<file path="src/swm_pkg.sv">
// Shared constants and types for the sliding window maximum block.
`default_nettype none

package swm_pkg;

    // Sample and window sizing
    localparam int SAMPLE_WIDTH = 16;
    localparam int WINDOW_MAX   = 64;
    localparam int FILL_WIDTH   = $clog2(WINDOW_MAX + 1);
    localparam int CFG_WIDTH    = 7;

    // Max tree shape: leaves padded to a power of two, at least one level
    localparam int TREE_LEVELS  = (WINDOW_MAX > 1) ? $clog2(WINDOW_MAX) : 1;
    localparam int LEAVES       = 1 << TREE_LEVELS;

    // Register port
    localparam int APB_ADDR_WIDTH  = 3;
    localparam int APB_DATA_WIDTH  = 32;
    localparam int REG_INDEX_WIDTH = APB_ADDR_WIDTH - 2;

    typedef enum logic [REG_INDEX_WIDTH-1:0] {
        REG_WINDOW_SIZE = 1'b0
    } reg_index_t;

    // One stored candidate: a sample and whether it still competes
    typedef struct packed {
        logic                           valid;
        logic signed [SAMPLE_WIDTH-1:0] value;
    } cand_t;

endpackage

`default_nettype wire

</file>
<file path="src/sliding_window_maximum_core.sv">
// Top level of the sliding window maximum block.
//
// Streaming maximum over the last window_size signed samples (1 to 64; 0 acts
// as 1, larger values as 64). Samples shift down a chain of 64 cells, one place
// per request, and each cell keeps a flag that drops when the sample ages out
// of the window, when a newer sample is strictly larger, or when stream_start
// restarts the stream. A registered max tree of six levels over the flagged
// cells gives the result, which window_max shows from the last tree stage.
// One request per cycle is taken as long as the output side keeps up; a
// stall on the output backs up through the tree stages and then raises
// in_stall. No result comes out until window_size samples of the current
// stream have arrived.
`default_nettype none

module sliding_window_maximum_core
    import swm_pkg::*;
(
    input  wire logic                           clk,
    input  wire logic                           rst_n,

    input  wire logic                           in_valid,
    output logic                                in_stall,
    input  wire logic signed [SAMPLE_WIDTH-1:0] sample,
    input  wire logic                           stream_start,

    output logic                                out_valid,
    input  wire logic                           out_stall,
    output logic signed [SAMPLE_WIDTH-1:0]      window_max,

    input  wire logic                           psel,
    input  wire logic                           penable,
    input  wire logic                           pwrite,
    input  wire logic [APB_ADDR_WIDTH-1:0]      paddr,
    input  wire logic [APB_DATA_WIDTH-1:0]      pwdata,
    output logic [APB_DATA_WIDTH-1:0]           prdata,
    output logic                                pready
);

    logic [CFG_WIDTH-1:0]   window_size_reg;
    logic [FILL_WIDTH-1:0]  fill_count_reg;
    logic [FILL_WIDTH-1:0]  fill_count_next;
    logic [FILL_WIDTH-1:0]  fill_base;
    logic [FILL_WIDTH-1:0]  win_eff;
    logic                   head_valid_reg;
    logic                   head_ready;
    logic                   ready0;
    logic                   accept;
    logic                   emit;
    logic                   cfg_write;
    reg_index_t             reg_index;
    cand_t                  cells [WINDOW_MAX];
    cand_t                  entry;

    // Register port
    assign pready    = 1'b1;
    assign reg_index = reg_index_t'(paddr[APB_ADDR_WIDTH-1:2]);
    assign cfg_write = psel && penable && pwrite && pready;

    always_comb
    begin
        case (reg_index)
            REG_WINDOW_SIZE: prdata = APB_DATA_WIDTH'(window_size_reg);
            default:         prdata = '0;
        endcase
    end

    always_ff @(posedge clk or negedge rst_n)
    begin
        if (!rst_n)
        begin
            window_size_reg <= CFG_WIDTH'(1);
        end
        else if (cfg_write && (reg_index == REG_WINDOW_SIZE))
        begin
            window_size_reg <= pwdata[CFG_WIDTH-1:0];
        end
    end

    // Clamp the window to the chain length
    always_comb
    begin
        if (window_size_reg == '0)
        begin
            win_eff = FILL_WIDTH'(1);
        end
        else if (int'(window_size_reg) > WINDOW_MAX)
        begin
            win_eff = FILL_WIDTH'(WINDOW_MAX);
        end
        else
        begin
            win_eff = FILL_WIDTH'(window_size_reg);
        end
    end

    // Take a request while the head slot is free or moving into the tree
    assign ready0   = !head_valid_reg || head_ready;
    assign in_stall = !ready0;
    assign accept   = in_valid && ready0;

    // Count samples of the current stream, saturating at the chain length
    always_comb
    begin
        fill_base = stream_start ? '0 : fill_count_reg;
        if (int'(fill_base) < WINDOW_MAX)
        begin
            fill_count_next = fill_base + FILL_WIDTH'(1);
        end
        else
        begin
            fill_count_next = fill_base;
        end
        emit = (fill_count_next >= win_eff);
    end

    always_ff @(posedge clk or negedge rst_n)
    begin
        if (!rst_n)
        begin
            fill_count_reg <= '0;
            head_valid_reg <= 1'b0;
        end
        else if (ready0)
        begin
            if (accept)
            begin
                fill_count_reg <= fill_count_next;
            end
            head_valid_reg <= accept && emit;
        end
    end

    // New sample enters the first cell as a live candidate
    assign entry.valid = 1'b1;
    assign entry.value = sample;

    swm_cell u_cell_first (
        .clk        (clk),
        .rst_n      (rst_n),
        .load       (accept),
        .clear      (1'b0),
        .in_window  (1'b1),
        .prev       (entry),
        .new_sample (sample),
        .cand       (cells[0])
    );

    // Cell i holds the sample of age i
    for (genvar i = 1; i < WINDOW_MAX; i++)
    begin : g_cell
        swm_cell u_cell (
            .clk        (clk),
            .rst_n      (rst_n),
            .load       (accept),
            .clear      (stream_start),
            .in_window  (win_eff > FILL_WIDTH'(i)),
            .prev       (cells[i - 1]),
            .new_sample (sample),
            .cand       (cells[i])
        );
    end

    swm_max_tree u_tree (
        .clk        (clk),
        .rst_n      (rst_n),
        .leaves     (cells),
        .head_valid (head_valid_reg),
        .head_ready (head_ready),
        .max_valid  (out_valid),
        .max_stall  (out_stall),
        .max_value  (window_max)
    );

`ifndef ASSERT_OFF
    logic [WINDOW_MAX-1:0] order_ok;

    // Older kept candidates never fall below newer kept ones
    for (genvar i = 0; i < WINDOW_MAX; i++)
    begin : g_order
        if (i < WINDOW_MAX - 1)
        begin : g_pair
            assign order_ok[i] = !(cells[i].valid && cells[i + 1].valid)
                || ($signed(cells[i + 1].value) >= $signed(cells[i].value));
        end
        else
        begin : g_last
            assign order_ok[i] = 1'b1;
        end
    end

    a_newest_kept: assert property (@(posedge clk) disable iff (!rst_n)
        accept |=> cells[0].valid && (cells[0].value == $past(sample)))
        else $error("newest sample not kept as candidate");

    a_order: assert property (@(posedge clk) disable iff (!rst_n)
        &order_ok)
        else $error("candidate order broken");

    a_restart_quiet: assert property (@(posedge clk) disable iff (!rst_n)
        accept && stream_start && (win_eff > FILL_WIDTH'(1)) |=> !head_valid_reg)
        else $error("result issued on first sample of a wide window");
`endif

endmodule

`default_nettype wire

</file>
<file path="src/swm_cell.sv">
// One cell of the sample shift chain with its candidate flag.
`default_nettype none

module swm_cell
    import swm_pkg::*;
(
    input  wire logic                           clk,
    input  wire logic                           rst_n,
    input  wire logic                           load,
    input  wire logic                           clear,
    input  wire logic                           in_window,
    input  wire cand_t                          prev,
    input  wire logic signed [SAMPLE_WIDTH-1:0] new_sample,
    output cand_t                               cand
);

    logic                           valid_reg;
    logic                           valid_next;
    logic signed [SAMPLE_WIDTH-1:0] value_reg;
    logic                           beaten;

    // Drop the neighbor's entry if it ages out, is beaten or the stream restarts
    always_comb
    begin
        beaten     = ($signed(prev.value) < $signed(new_sample));
        valid_next = prev.valid && in_window && !clear && !beaten;
    end

    // Hold the candidate flag
    always_ff @(posedge clk or negedge rst_n)
    begin
        if (!rst_n)
        begin
            valid_reg <= 1'b0;
        end
        else if (load)
        begin
            valid_reg <= valid_next;
        end
    end

    // Advance the sample value one place down the chain
    always_ff @(posedge clk)
    begin
        if (load)
        begin
            value_reg <= prev.value;
        end
    end

    assign cand.valid = valid_reg;
    assign cand.value = value_reg;

endmodule

`default_nettype wire

</file>
<file path="src/swm_max_node.sv">
// Registered two-input node of the max tree.
`default_nettype none

module swm_max_node
    import swm_pkg::*;
(
    input  wire logic  clk,
    input  wire logic  en,
    input  wire cand_t a,
    input  wire cand_t b,
    output cand_t      m
);

    cand_t m_reg;
    cand_t m_next;

    // Pick the larger valid entry; invalid entries lose
    always_comb
    begin
        if (!a.valid)
        begin
            m_next = b;
        end
        else if (!b.valid)
        begin
            m_next = a;
        end
        else if ($signed(a.value) >= $signed(b.value))
        begin
            m_next = a;
        end
        else
        begin
            m_next = b;
        end
    end

    always_ff @(posedge clk)
    begin
        if (en)
        begin
            m_reg <= m_next;
        end
    end

    assign m = m_reg;

endmodule

`default_nettype wire

</file>
<file path="src/swm_max_tree.sv">
// Pipelined max tree over the cell chain with its request tracking.
`default_nettype none

module swm_max_tree
    import swm_pkg::*;
(
    input  wire logic                           clk,
    input  wire logic                           rst_n,
    input  wire cand_t                          leaves [WINDOW_MAX],
    input  wire logic                           head_valid,
    output logic                                head_ready,
    output logic                                max_valid,
    input  wire logic                           max_stall,
    output logic signed [SAMPLE_WIDTH-1:0]      max_value
);

    cand_t heap [1:2*LEAVES-1];
    logic  stage_valid_reg [1:TREE_LEVELS];
    logic  stage_ready     [1:TREE_LEVELS];

    // Fill the leaf row, padding past the chain with empty entries
    for (genvar i = 0; i < LEAVES; i++)
    begin : g_leaf
        if (i < WINDOW_MAX)
        begin : g_used
            assign heap[LEAVES + i] = leaves[i];
        end
        else
        begin : g_pad
            assign heap[LEAVES + i] = '0;
        end
    end

    // Internal nodes: depth d loads with stage TREE_LEVELS - d
    for (genvar n = 1; n < LEAVES; n++)
    begin : g_node
        localparam int DEPTH = $clog2(n + 1) - 1;

        swm_max_node u_node (
            .clk (clk),
            .en  (stage_ready[TREE_LEVELS - DEPTH]),
            .a   (heap[2*n]),
            .b   (heap[2*n + 1]),
            .m   (heap[n])
        );
    end

    // A stage may load when empty or when its request moves on
    always_comb
    begin
        stage_ready[TREE_LEVELS] = !stage_valid_reg[TREE_LEVELS] || !max_stall;
        for (int s = TREE_LEVELS - 1; s >= 1; s--)
        begin
            stage_ready[s] = !stage_valid_reg[s] || stage_ready[s + 1];
        end
    end

    // Advance request flags through the stages
    always_ff @(posedge clk or negedge rst_n)
    begin
        if (!rst_n)
        begin
            for (int s = 1; s <= TREE_LEVELS; s++)
            begin
                stage_valid_reg[s] <= 1'b0;
            end
        end
        else
        begin
            if (stage_ready[1])
            begin
                stage_valid_reg[1] <= head_valid;
            end
            for (int s = 2; s <= TREE_LEVELS; s++)
            begin
                if (stage_ready[s])
                begin
                    stage_valid_reg[s] <= stage_valid_reg[s - 1];
                end
            end
        end
    end

    assign head_ready = stage_ready[1];
    assign max_valid  = stage_valid_reg[TREE_LEVELS];
    assign max_value  = heap[1].value;

endmodule

`default_nettype wire

</file>
<file path="config.mk">
export PLATFORM = sky130hd
export DESIGN_NAME = sliding_window_maximum_core
export DESIGN_NICKNAME = d
export VERILOG_FILES = /design/src/swm_pkg.sv /design/src/sliding_window_maximum_core.sv /design/src/swm_cell.sv /design/src/swm_max_node.sv /design/src/swm_max_tree.sv
export SDC_FILE = /design/constraint.sdc
export NUM_CORES = 2
export LEC_CHECK = 0
export ABC_CLOCK_PERIOD_IN_PS = 32500
export BUFFER_PORTS_ARGS = -buffer_cell sky130_fd_sc_hd__buf_2
export CELL_PAD_IN_SITES_DETAIL_PLACEMENT = 2
export CELL_PAD_IN_SITES_GLOBAL_PLACEMENT = 2
export CORE_MARGIN = 2
export CORE_UTILIZATION = 42
export DETAILED_ROUTE_END_ITERATION = 10
export GPL_TIMING_DRIVEN = 1
export PLACE_DENSITY_LB_ADDON = 0.1
export SLEW_MARGIN = 20
export SYNTH_ARGS = -nofsm -noshare
export SYNTH_HDL_FRONTEND = slang
export SYNTH_SLANG_ARGS = --single-unit
</file>
<file path="constraint.sdc">
create_clock -name clk -period 32.5 [get_ports clk]
set_input_delay 8.125 -clock clk [delete_from_list [all_inputs] [get_ports clk]]
set_output_delay 8.125 -clock clk [all_outputs]
set_load 0.1 [all_outputs]
</file>
* Word level (Yosys, flattened, before mapping)
Cells that the tools add are included.
Cells by class: add/sub/neg operators 1, magnitude comparators 193, mux-type cells 194, bitwise operators 1, reduce and logical (&&, ||, !) cells 277
Operators with widths (count):
- two-way mux 16 bit | 127
- two-way mux 17 bit | 62
- < comparator 16 bit | 64
- greater-or-equal comparator 16 bit | 63
- greater-than comparator 7 x 6 -> 1 bit, second input constant | 32
- logical AND 1 bit | 194
- greater-than comparator 7 x 5 -> 1 bit, second input constant | 16
- zero test 1 bit | 74
- greater-than comparator 7 x 4 -> 1 bit, second input constant | 8
- two-way mux 7 bit | 5
- greater-than comparator 7 x 3 -> 1 bit, second input constant | 4
- greater-than comparator 7 x 2 -> 1 bit, second input constant | 2
- adder 7 x 1 -> 7 bit, second input constant | 1
- greater-or-equal comparator 7 bit | 1
- greater-than comparator 7 x 1 -> 1 bit, second input constant | 1
- greater-than comparator 7 bit, second input constant | 1
- zero test 7 bit | 1
- logical OR 1 bit | 7
- < comparator 7 bit, second input constant | 1
- AND reduction 2 bit | 1
- NOT 1 bit | 1
Storage, ports and cells: flip-flop bits (word level) 2179, bits of input ports 59, output and inout bits 51, word-level logic and storage cells 928

* Logic depth before layout (Yosys ltp)
depth after elaboration 10, depth in mapped cells 14, mapped depth without buffers 12

* By module
Synthesis repeated with hierarchy kept, for this count alone.
Unflattened totals: cell total of the unflattened synthesis 10818, area total of the unflattened synthesis 137055.2 um2
Modules (own cells, without submodules):
- swm_max_node (u_tree.g_node[10].u_node ...) | times used 62, cells an instance 93, area an instance 1197.4 um2, sequential area each 510.5 um2
- swm_cell | times used 64, cells an instance 73, area an instance 929.6 um2, sequential area each 505.5 um2
- sliding_window_maximum_core | times used 1, cells an instance 264, area an instance 1869.3 um2, sequential area each 376.6 um2
- swm_max_node (u_tree.g_node[9].u_node) | times used 1, cells an instance 96, area an instance 1204.9 um2, sequential area each 510.5 um2
- swm_max_tree | times used 1, cells an instance 20, area an instance 245.2 um2, sequential area each 150.1 um2

* Worst setup path before layout
OpenSTA, ideal clock, no wires.
path type in2reg, from input port out_stall, to register g_cell[11].u_cell.valid_reg, library setup time 1.383 ns, arrival time 42.273 ns, slack -11.155 ns, stages 9, path through nand3_1 -> nor2_1 -> inv_1 -> nor3_1 -> nand2b_1 -> inv_1 -> clkbuf_1 -> clkbuf_1 -> o32ai_1
On the way: word-level cells in the longest chain between the ends 9
RTL lines:
- start, declared | line sliding_window_maximum_core.sv:27 | input wire logic out_stall,
- zero test 1 bit | line swm_max_tree.sv:51 | stage_ready[TREE_LEVELS] = !stage_valid_reg[TREE_LEVELS] || !max_stall;
- logical OR 1 bit | line swm_max_tree.sv:51
- logical OR 1 bit (2 in series) | line swm_max_tree.sv:54 | stage_ready[s] = !stage_valid_reg[s] || stage_ready[s + 1];
- named net u_tree.g_node[4].u_node.en | line swm_max_node.sv:8 | input wire logic en,
- logical OR 1 bit (3 in series) | line swm_max_tree.sv:54
- logical OR 1 bit | line sliding_window_maximum_core.sv:97 | assign ready0 = !head_valid_reg || head_ready;
- logical AND 1 bit | line sliding_window_maximum_core.sv:99 | assign accept = in_valid && ready0;
- named net accept | line sliding_window_maximum_core.sv:47 | logic accept;
- end signal, assigned | line swm_cell.sv:38 | valid_reg <= valid_next;
- end, declared | line swm_cell.sv:17 | logic valid_reg;
The timed path passes the listed nets, and every way through them passes these cells. A chain may end at the register's enable or synchronous reset.

* Final worst setup path
from input port out_stall, to output port in_stall
On the way: word-level cells in the longest chain between the ends 9
RTL lines:
- zero test 1 bit | line swm_max_tree.sv:51
- logical OR 1 bit | line swm_max_tree.sv:51
- logical OR 1 bit | line swm_max_tree.sv:54
- named net u_tree.g_node[2].u_node.en | line swm_max_node.sv:8
- logical OR 1 bit | line swm_max_tree.sv:54
- named net u_tree.g_node[4].u_node.en | line swm_max_node.sv:8
- logical OR 1 bit (3 in series) | line swm_max_tree.sv:54
- logical OR 1 bit | line sliding_window_maximum_core.sv:97
- zero test 1 bit | line sliding_window_maximum_core.sv:98 | assign in_stall = !ready0;
- end, declared | line sliding_window_maximum_core.sv:22 | output logic in_stall,
The timed path passes the listed nets, and every way through them passes these cells.

==> out/results.tsv <==
stage	metric	value	unit
sta	worst hold margin	0.4770	ns
setup_path	kind of end point of the critical path	output pin	
route	first-pass iteration count of the detailed router	5	
die	Core Footprint	299500	sq um
setup_path	CP startpoint	out_stall	
yosys	Syn Inst Count	9805	
yosys	Cell Area, Synth	126200	sq um
yosys	number of synthesized flops with an enable pin	2094	
pwr	LEAKAGE	60.30	nW
clock_tree	TritonCTS Buffers	269	
layout	layout cells sized above 1	16.94	%
yosys	register area share after synthesis	51.50	%
placement	DP Worst Slack	12.58	ns
flow_run	Max Cap Viol	0	
die	Core Rows	201	
route	initial drt markers	5385	
die	Die H	552.2	um
die	die area	305000	sq um
pwr	Power Density	53.53	nW/um^2
global_route	vias in the first global route	93190	
yosys	Synth cell types	81	
pwr	Peak VDD IR	40.07	uV
sta	Final Cycle Share	61.08	%
setup_path	internal reg-to-reg setup slack	24.81	ns
setup_path	Reg-to-Reg Start	u_tree.max_valid	
clock_tree	Worst-path clk slew	0.06	ns
route	WL/cell	29.06	um
layout	commonest non-fill, non-tap cell in the layout	edfxtp_1	
sta	Worst-Margin Slew	1.157	ns
global_route	first-pass GRT wire length	620.2	mm
placement	input/output buffers	56	
pwr	Total Power	7.526	mW
sta	min Tclk post-route	19.85	ns
placement	Placed Instances	13840	
setup_path	startpoint types	primary input	
clock_tree	CTS hold repair buffers	0	
placement	placer congestion estimate	0.8676	
worst_hold_path	Hold/Removal Path Class	reg -> reg	
clock_tree	H-tree depth	5	
yosys	fraction of registers with async set/reset	3.901	%
placement	dpl hpwl	309.8	mm
sta	final hold vios	0	
sta	unrepaired setup endpoints after global routing	false	
route	DRC	0	
yosys	Mapped Avg Cell Area	12.88	sq um
setup_path	Worst EP required	24.37	ns
clock_tree	CTS root buf	clkbuf_16	
global_route	largest net degree at the start of global routing	138	
route	Routed WL	416.3	mm
route	Via density	5.849	
global_route	All-Layer GR Usage	27.00	%
clock_tree	clk_lat worst skew	0.88	ns
route	Max Used Layer	met5	
setup_path	crit path kind	in -> out	
clock_tree	Clock Tree Buf Depth	4	
setup_path	slowest CP cell	nor2_1	
route	met2 WL	199.3	mm
setup_path	Most common cell on crit path	buf_2	
setup_path	critical path's largest stage delay	0.79	ns
worst_hold_path	Hold Crit Start	head_valid_reg	
sta	Max Clk Rate	50.38	MHz
layout	area delta synth->final	11.37	%
route	Met1 Routed Length	190.5	mm
setup_path	critical-path maximum fanout	71	
yosys	Yosys reg bits	2179	
clock_tree	CTS tree	built	
yosys	top_reg_cell synth	edfxtp_1	
die	Initial Util	42.15	%
global_route	total grt overflow	0	
yosys	synth warn	0	
sta	Final WS setup	12.65	ns
route	Antenna Violating Nets Remaining	0	
sta	Setup Viol. Count Final	0	
setup_path	Worst EP arrival	11.73	ns
layout	max reg flops	1070	
sta	Worst slew margin	22.29	%
layout	fin cells	14320	
sta	setup tns final	0	ns
die	I/O pins	110	
clock_tree	Post-CTS Setup Bufs	0	
layout	commonest non-fill, non-tap cells in the layout	edfxtp_1 (2,094), ha_1 (1,961), inv_1 (1,117)	
status	status	complete, no violations	
sta	Final Skew	0.03190	ns
global_route	initial antenna violation count	29	
layout	nets@finish	12170	
route	met3 wire len	13.98	mm
setup_path	worst path cell trace	buf_2 > nand3_2 > nor2_1 > inv_2 > buf_4 > nor3_1 > buf_2	
clock_tree	clk sink count	2179	
route	routed vias	83780	
clock_tree	post-cts gate resize count	0	
sta	Slew Limit Fails	0	
die	die width	552.2	um
[synth_stat cells, types with 55 or more instances]
library cell,number,area share (%)
a31oi_1,79,0.39
or2_2,72,0.36
nor4_1,55,0.27
a21o_1,269,1.6
nand3_1,140,0.56
mux2_2,1015,9.1
nor3_1,64,0.25
dfrtp_1,84,1.7
nor2b_1,67,0.33
a21oi_1,607,2.4
ha_1,1961,19
inv_1,1134,3.4
a211oi_1,79,0.47
nor2_1,225,0.67
o21ai_0,274,1.1
edfxtp_1,2094,50
nand2_1,428,1.3
o211ai_1,66,0.39
nand2b_1,113,0.56
nand4_1,291,1.4
[worst max-delay path: cells and delay by family]
| kind | cells | cell delay, ns |
|---|---|---|
| buffers and inverters | 4 | 1.26 |
| and+or+nand+nor | 3 | 2.28 |
[layer usage]
| layer | vias to the layer above | track usage [%] |
|---|---|---|
| li1 | 38010 | - |
| met1 | 43710 | 36.86 |
| met2 | 1480 | 45.71 |
| met3 | 572 | 2.483 |
| met4 | 4 | 7.507 |
| met5 | - | 0 |
[power breakdown]
| part | internal, mW | switching, mW | total (mW) |
|---|---|---|---|
| registers | 3.28 | 0.189 | 3.46 |
| logic | 0.371 | 0.666 | 1.04 |
| clock network | 1.76 | 1.26 | 3.03 |
[stage by stage]
| step | util, % | cell area, sq um |
|---|---|---|
| detailed placement | 44.02 | 131800 |
| floorplan | - | 126300 |
| CTS | 46.90 | 140500 |
| global placement | 44.02 | 131800 |
| global route | 46.94 | 140600 |
| finish | 46.94 | 140600 |
[final timing paths]
| check | endpoint | cells past startpoint |
|---|---|---|
| worst min register to register | u_tree.stage_valid_reg[5] | 1 |
| worst max-delay path | in_stall | 7 |
| max in group asynchronous | g_cell[20].u_cell.valid_reg | 2 |
| worst max register to register | g_cell[60].u_cell.value_reg[4] | 10 |
| min in group asynchronous | g_cell[44].u_cell.valid_reg | 1 |
| worst min-delay path | u_tree.stage_valid_reg[5] | 1 |
[kinds of logic (layout without fill, tap and decap cells)]
family                   count (synthesis)  after routing  share of synthesized area (%)
XOR/XNOR                                41             41                         0.2845
flip-flops                            2179           2179                          51.50
multiplexers                          1057           1057                          9.427
AND/OR/NAND/NOR                       1564           1564                          6.395
other                                    2             30                       0.005949
buffers and inverters                 1259           1792                          3.961
AO/OA/AOI/OAI                         1742           1742                          8.996
adder cells (fa/ha/maj)               1961           1961                          19.44
[final cells by class]
| class | instances | area (sq um) |
|---|---|---|
| fillers | 28830 | 158900 |
| flip-flops and latches | 2179 | 65010 |
| multi-input cells | 6391 | 56470 |
| clock buffers | 340 | 7401 |
| well taps | 3958 | 4952 |
| inverters | 1135 | 4305 |
| repair buffers | 176 | 1226 |
| clock inverters | 141 | 1219 |
| diodes | 4 | 10.01 |
Power figures use the tool's default switching activity.
